<file path="src/sv/dhoat_pkg.sv">
// Shared types and constants for the double-hashing open-address table.
package dhoat_pkg;

	localparam int KEY_BYTES  = 8;
	localparam int KEY_W      = 64;
	localparam int LEN_W      = 4;
	localparam int VALUE_BITS = 32;
	localparam int SIZE_W     = 7;
	localparam int ENTRY_W    = VALUE_BITS + LEN_W + KEY_W + 2;

	localparam logic [31:0] FNV_BASIS = 32'd2166136261;
	localparam logic [31:0] FNV_PRIME = 32'd16777619;
	localparam int LOAD_NUM = 11;
	localparam int LOAD_DEN = 16;

	typedef enum logic [1:0] {
		KIND_INSERT = 2'd0,
		KIND_LOOKUP = 2'd1,
		KIND_REMOVE = 2'd2,
		KIND_NONE   = 2'd3
	} kind_t;

	localparam logic [1:0] RES_OK      = 2'd0;
	localparam logic [1:0] RES_MISS    = 2'd1;
	localparam logic [1:0] RES_EXHAUST = 2'd2;
	localparam logic [1:0] RES_REFUSED = 2'd3;

	localparam logic [1:0] SLOT_EMPTY = 2'd0;
	localparam logic [1:0] SLOT_FULL  = 2'd1;
	localparam logic [1:0] SLOT_DEAD  = 2'd2;

	typedef enum logic [3:0] {
		ST_CLEAR, ST_IDLE, ST_HASH, ST_FINAL, ST_DIV,
		ST_PINIT, ST_PRD, ST_PEV, ST_WR, ST_DONE
	} state_t;

	typedef struct packed {
		logic clr_en;
		logic load_in;
		logic hash_step;
		logic hash_final;
		logic div_step;
		logic probe_init;
		logic probe_rd;
		logic probe_ev;
		logic commit;
		logic out_load;
	} cmd_t;

	typedef struct packed {
		logic clr_done;
		logic skip;
		logic hash_done;
		logic div_done;
		logic probe_stop;
		logic out_free;
	} sts_t;

endpackage

</file>
<file path="src/sv/dhoat_ctrl.sv">
// Controller state machine sequencing clear, hash, reduce, probe and commit.
module dhoat_ctrl (
	input  logic           clk,
	input  logic           arst_n,
	input  logic           in_valid,
	output logic           in_ready,
	input  dhoat_pkg::sts_t sts,
	output dhoat_pkg::cmd_t cmd
);
	import dhoat_pkg::*;

	state_t state_q, state_d;

	always_ff @(posedge clk or negedge arst_n) begin
		if (!arst_n) begin
			state_q <= ST_CLEAR;
		end else begin
			state_q <= state_d;
		end
	end

	always_comb begin
		state_d  = state_q;
		cmd      = '0;
		in_ready = 1'b0;
		unique case (state_q)
			ST_CLEAR: begin
				cmd.clr_en = 1'b1;
				if (sts.clr_done) state_d = ST_IDLE;
			end
			ST_IDLE: begin
				in_ready = 1'b1;
				if (in_valid) begin
					cmd.load_in = 1'b1;
					state_d = ST_HASH;
				end
			end
			ST_HASH: begin
				if (sts.skip) begin
					state_d = ST_DONE;
				end else if (sts.hash_done) begin
					state_d = ST_FINAL;
				end else begin
					cmd.hash_step = 1'b1;
				end
			end
			ST_FINAL: begin
				cmd.hash_final = 1'b1;
				state_d = ST_DIV;
			end
			ST_DIV: begin
				cmd.div_step = 1'b1;
				if (sts.div_done) state_d = ST_PINIT;
			end
			ST_PINIT: begin
				cmd.probe_init = 1'b1;
				state_d = ST_PRD;
			end
			ST_PRD: begin
				cmd.probe_rd = 1'b1;
				state_d = ST_PEV;
			end
			ST_PEV: begin
				cmd.probe_ev = 1'b1;
				state_d = sts.probe_stop ? ST_WR : ST_PRD;
			end
			ST_WR: begin
				cmd.commit = 1'b1;
				state_d = ST_DONE;
			end
			ST_DONE: begin
				if (sts.out_free) begin
					cmd.out_load = 1'b1;
					state_d = ST_IDLE;
				end
			end
			default: state_d = ST_IDLE;
		endcase
	end
endmodule

</file>
<file path="config.mk">
export PLATFORM = sky130hd
export DESIGN_NAME = dhoat_ctrl
export DESIGN_NICKNAME = d
export VERILOG_FILES = /design/src/sv/dhoat_pkg.sv /design/src/sv/dhoat_ctrl.sv
export SDC_FILE = /design/constraint.sdc
export NUM_CORES = 1
export LEC_CHECK = 0
export ABC_AREA = 0
export BUFFER_PORTS_ARGS = -buffer_cell sky130_fd_sc_hd__buf_2
export CORE_AREA = 5 5 42 44
export CTS_CLUSTER_DIAMETER = 150
export DETAILED_ROUTE_END_ITERATION = 8
export DIE_AREA = 0 0 47 49
export GPL_ROUTABILITY_DRIVEN = 0
export MAX_ROUTING_LAYER = met4
export PLACE_DENSITY = 0.64
export SYNTH_ARGS = -nofsm -noshare
export SYNTH_HDL_FRONTEND = slang
export SYNTH_SLANG_ARGS = --single-unit
</file>
<file path="constraint.sdc">
create_clock -name clk -period 3.3 [get_ports clk]
set_input_delay 0.165 -clock clk [delete_from_list [all_inputs] [get_ports clk]]
set_output_delay 0.165 -clock clk [all_outputs]
set_load 0.02 [all_outputs]
</file>
==> flow_summary.ini, run 1 <==
[critical_path]
end_kind = output port
slowest_stage = or4_4
cp_cell_sequence = or4_4 > nor2_1 > buf_2
crit_buf_inv = 1
cp.arrival_ns = 1.61
critPathTopFamily = simple AND/OR/NAND/NOR gates
startpoint_type = flip-flop
cp_max_fo = 14
critPathKind = flip-flop to output port
r2r_slack_ns = 1.69
cp_data_required_time_ns = 3.13
critPathMaxStageDelay_ns = 0.59

[pwr]
p_int_uw = 220
switching_power_uw = 245
pwr_density_cell_mw_per_mm2 = 965
switching_share_pct = 52.7
p_seq_share_pct = 31.7
power_leakage_uw = 0.000232
ir_worst_vdd_uv = 379
clockPowerShare_pct = 12.2
p_comb_share_pct = 56.1

[synthesis]
synth_fp_nets = 60
ys_seq_elements = 4
avgSynthCellArea_sq_um = 7.09
netlist-cell-type-count = 25
seq_area_frac_synth_pct = 27.7
yosys_warnings = 0
syn_area_sq_um = 362
netlist_instances = 51

[placement]
portBuffers = 19
place_inst = 82
dpl.hpwl_um = 766
placed_area_sq_um = 449
dp_slack_ns = 1.70

[detailed_routing]
drt_first_pass_iters = 4
antenna_left = 0
via_per_inst = 4.62
vias = 397
drt_iter0_markers = 4
wl_um = 960
wl_per_cell_um = 11.2
drc = 0

[timing]
final.period_utilization_pct = 53.9
fin_crit_ns = 1.78
skew_ns = 0.000698
grt_setup_unrepaired = false
tightest_slew_ns = 0.407
slew_viol_final = 0
slew_headroom_pct = 72.8
fmax_mhz = 562
finalSetupViolCount = 0
setup-tns-final_ns = 0
hold_viol_final = 0
fin_ws_ns = 1.52

[outcome]
status = completed

[clock_tree]
root_buffer = clkbuf_4
clock-sinks = 4
path_clk_slew_ns = 0.03
cts_max_path_buffers = 2
numCtsBuffers = 3
cts_resized = 0
cts_tree = done
cts_setup_buffers = 0
clock_latency_ns = 0.23
cts_hold_buffers = 1
cts_max_level = 1

[hold_path]
hold_class = primary input to flip-flop

[floorplan]
boundaryPins = 20
die_y_um = 49
die-area_sq_mm = 0.00230
core_sq_mm = 0.00140
start_util_pct = 25.8
fp.dieW_um = 47
row_count = 14

[finish]
design_area_sq_um = 482
num_antenna_cells = 0
utilization_pct = 34.4
layout_commonest_cell = buf_2
largest_register = state_q
fin_cells = 86
largest_reg_flops = 4
layout_common_cells = buf_2, nor2_1, nand2_1, a21oi_1, dfrtp_1
layout-drive-gt1-share_pct = 35.7
area_growth_pct = 33.2
reg_top3 = state_q: 4 flops
fillers = 166
fin_nets = 81

[global_route]
grt_first_pass_wirelength_um = 1550
grt_pass1_vias = 368
use_met3_pct = 1.11
grt_remaining_overflow = 0
track_usage_pct = 9.20
grt_max_degree = 15
grt_use_met2_pct = 13.6
grt.met1_usage_pct = 11.5
antenna_found_initial = 0
busiest_layer = met2

[flow_run]
drv_cap = 0
[power groups by stage]
| stage | Clock [uW] | Combinational [uW] | Sequential, uW |
|---|---|---|---|
| after floorplan | 0 | 262 | 89.5 |
| after global placement | 0 | 261 | 144 |
| after detailed placement | 0 | 262 | 145 |
| after CTS | 60.5 | 264 | 145 |
| after global routing | 64.6 | 292 | 153 |
| final | 56.9 | 261 | 147 |
[synthesized netlist by cell type, drive strengths merged]
cell | number | area share, %
nor2 | 10 | 11
a21oi | 5 | 6.9
nand2 | 5 | 5.2
dfrtp | 4 | 28
buf | 3 | 6.6
nor3 | 3 | 4.2
o21ai | 3 | 4.2
inv | 2 | 2.1
nand2b | 2 | 3.5
nand3 | 2 | 2.8
nor3b | 2 | 5.5
or3 | 2 | 3.5
a211oi | 1 | 2.1
a32o | 1 | 2.8
and2 | 1 | 1.7
clkbuf | 1 | 1.0
nor4 | 1 | 1.7
nor4b | 1 | 2.4
o21bai | 1 | 2.1
or4 | 1 | 3.1
[final timing paths]
check	start	depth (start not counted)	endpoint
worst max-delay path	state_q[3]	3	cmd[7]
worst min-delay path	sts[1]	3	state_q[3]
worst max register to register	state_q[3]	4	state_q[0]
worst min register to register	state_q[2]	1	state_q[3]
max in group asynchronous	arst_n	2	state_q[3]
min in group asynchronous	arst_n	2	state_q[0]
[metrics by stage]
stage	power, uW	hold WS [ns]
finish	465	0.187
global route	511	0.210
CTS	470	0.182
detailed placement	408	-0.0265
global placement	405	-0.0254
floorplan	352	-0.131
[cell families (layout without fill, tap and decap cells)]
group | count (synthesis) | in the layout | synth area share (%)
buffers and inverters | 6 | 25 | 9.69
DFF | 4 | 4 | 27.7
and+or+nand+nor | 30 | 30 | 44.6
AOI/OAI and AO/OA | 11 | 11 | 18.0
[cell type report]
type	instances	area, sq um	share of cell area [%]
repair buffers	20	105	21.8
multi-input cells	41	226	47.0
inverters	2	7.51	1.56
flip-flops and latches	4	100	20.8
well taps	16	20.0	4.16
clock buffers	3	22.5	4.68
[routing by layer]
layer | share of wire, % | up-vias
li1 | - | 215
met5 | 0 | -
met2 | 48 | 10
met4 | 0 | 0
met3 | 5.8 | 0
met1 | 46 | 172
[worst min-delay path, delay by kind of cell]
kind | cells | cell delay [ns]
AOI/OAI and AO/OA | 1 | 0.06
buffers and inverters | 1 | 0.10
and+or+nand+nor | 1 | 0.05
No activity file was read; power rests on OpenSTA's default activity.
==> inputs of run 2 (changes only) <==
--- a/config.mk
+++ b/config.mk
@@ -5,7 +5,7 @@
 export SDC_FILE = /design/constraint.sdc
 export NUM_CORES = 1
 export LEC_CHECK = 0
-export ABC_AREA = 0
+export ABC_AREA = 1
 export BUFFER_PORTS_ARGS = -buffer_cell sky130_fd_sc_hd__buf_2
 export CORE_AREA = 5 5 42 44
 export CTS_CLUSTER_DIAMETER = 150
==> constraint.sdc (replaced) <==
create_clock -name clk -period 1.69 [get_ports clk]
set_input_delay 0.0845 -clock clk [delete_from_list [all_inputs] [get_ports clk]]
set_output_delay 0.0845 -clock clk [all_outputs]
set_load 0.02 [all_outputs]
==> flow_summary.ini, run 2 <==
[detailed_routing]
via_per_inst = 4.29
vias = 425
drt_iter0_markers = 10
antenna_left = 0
drt_first_pass_iters = 4
wl_per_cell_um = 10.2
drc = 0
wl_um = 1010

[timing]
hold_viol_final = 0
grt_setup_unrepaired = false
setup-tns-final_ns = 0
slew_headroom_pct = 84.3
finalSetupViolCount = 0
slew_viol_final = 0
skew_ns = 0.00158
fmax_mhz = 669
whs_ns = 0.0837
fin_crit_ns = 1.49
tightest_slew_ns = 0.235
final.period_utilization_pct = 88.4

[floorplan]
boundaryPins = 20
row_count = 14
core_sq_mm = 0.00140
die_y_um = 49
fp.dieW_um = 47
start_util_pct = 25.5
die-area_sq_mm = 0.00230

[synthesis]
synthMostInstantiatedCell = inv_1
synth_area_leader_cell = dfrtp_1
avgSynthCellArea_sq_um = 5.96
async_flop_share_pct = 100
netlist_instances = 60
synth_top_area_share_pct = 28.0
synth_flop_cell = dfrtp_1
ys_top_cells_by_count = inv_1, nand3_1, nand2_1
synth_edf_count = 0
syn_area_sq_um = 358
ys_seq_elements = 4
seq_area_frac_synth_pct = 28.0
netlist-cell-type-count = 13
yosys_warnings = 0
ys_top_cells_by_area = dfrtp_1, inv_1, nand3_1, nand2_1, nor2_1
synth_fp_nets = 69

[pwr]
p_int_uw = 424
switching_power_uw = 526
p_comb_share_pct = 64.4
pwr_density_cell_mw_per_mm2 = 1880
power_leakage_uw = 0.000343
switching_share_pct = 55.4
power.total_uw = 951
clockPowerShare_pct = 12.5
ir_worst_vdd_uv = 716
p_seq_share_pct = 23.1

[finish]
largest_reg_flops = 4
layout_commonest_cell = buf_2
num_antenna_cells = 0
layout_common_cells = buf_2, inv_1, nand3_1
fin_nets = 94
largest_register = state_q
reg_top3 = state_q: 4 flops
layout-drive-gt1-share_pct = 34.9
utilization_pct = 36.1
fillers = 169
area_growth_pct = 41.3

[global_route]
grt_remaining_overflow = 0
grt_first_pass_wirelength_um = 1690
grt_max_degree = 8
grt_pass1_vias = 393
antenna_found_initial = 0
track_usage_pct = 10.6

[critical_path]
cp_data_required_time_ns = 1.61
cp.arrival_ns = 1.41
startpoint_type = flip-flop
end_kind = output port
critPathKind = flip-flop to output port
cp_max_fo = 7

[outcome]
status = completed

[flow_run]
drv_cap = 0

[clock_tree]
root_buffer = clkbuf_4
path_clk_slew_ns = 0.04
cts_max_level = 1
clock_latency_ns = 0.24
cts_max_path_buffers = 2
clock-sinks = 4
cts_tree = done
numCtsBuffers = 3
cts_setup_buffers = 0

[placement]
dpl.hpwl_um = 866
portBuffers = 19

[hold_path]
hold_class = primary input to flip-flop
==> run 2: changes by cell type in the layout (fill, tap and decap cells not counted), sizes merged, moves of 2 or more <==
| cell | change |
|---|---|
| a21oi | -5 |
| inv | +16 |
| nand2 | +4 |
| nand2b | -2 |
| nand3 | +10 |
| nor2 | +2 |
| nor3b | -2 |
| o21ai | -3 |
| or3 | -2 |
==> run 2: worst max-delay path, cell delays in order (launching register included) <==
cell and delay [ns]:
dfrtp_1 0.46, inv_1 0.11, nor2_2 0.16, inv_1 0.07, nor4_1 0.17, buf_2 0.21
==> run 2: what timing repair did <==
item,CTS,global route
hold buffers,1,0
hold endpoints to repair,4,0
gates resized for setup,0,0
==> run 2: kinds of logic after synthesis <==
group	Yosys count	share of synthesized area, %
AND/OR/NAND/NOR	38	53.1
buffers and inverters	18	18.9
flip-flops	4	28.0
==> run 2: path summary, 6_finish.rpt <==
kind,slack [ns],cells past startpoint,from,endpoint
worst min-delay path,0.08,3,sts[1],state_q[3]
worst max-delay path,0.20,5,state_q[0],cmd[0]
max in group asynchronous,1.38,2,arst_n,state_q[2]
min in group asynchronous,0.19,2,arst_n,state_q[1]
worst max register to register,0.41,7,state_q[0],state_q[0]
worst min register to register,0.73,3,state_q[2],state_q[3]
==> run 2: cell type report <==
type / instances / area (sq um) / area share (%)
multi-input combinational: 38 / 190 / 37.6
timing repair buffer: 20 / 105 / 20.8
sequential: 4 / 100 / 19.8
inverter: 18 / 67.6 / 13.4
clock buffer: 3 / 22.5 / 4.46
tap: 16 / 20.0 / 3.96
==> run 2: per-stage QoR <==
| stage | worst slack, ns | instance area (sq um) | cells |
|---|---|---|---|
| after detailed placement | 0.436 | 473 | 95 |
| final | 0.196 | 505 | 99 |
| after global routing | 0.0735 | 505 | 99 |
| after global placement | 0.458 | 473 | 95 |
| after floorplan | 0.291 | 358 | 60 |
| after CTS | 0.200 | 505 | 99 |
==> run 2: metal layers <==
layer	global-route usage [%]	share of wire, %	vias up
met1	12.3	41	178
met4	6.91	1.9	0
li1	-	-	228
met3	3.32	9.2	2
met2	15.2	48	17
met5	-	0	-
==> run 2: power by group through the flow <==
stage,Sequential [uW],Combinational (uW),Clock (uW)
2_1_floorplan,206,452,0
3_3_place_gp,213,612,0
3_5_place_dp,218,615,0
4_1_cts,217,618,126
5_1_grt,223,701,135
6_report,219,612,119
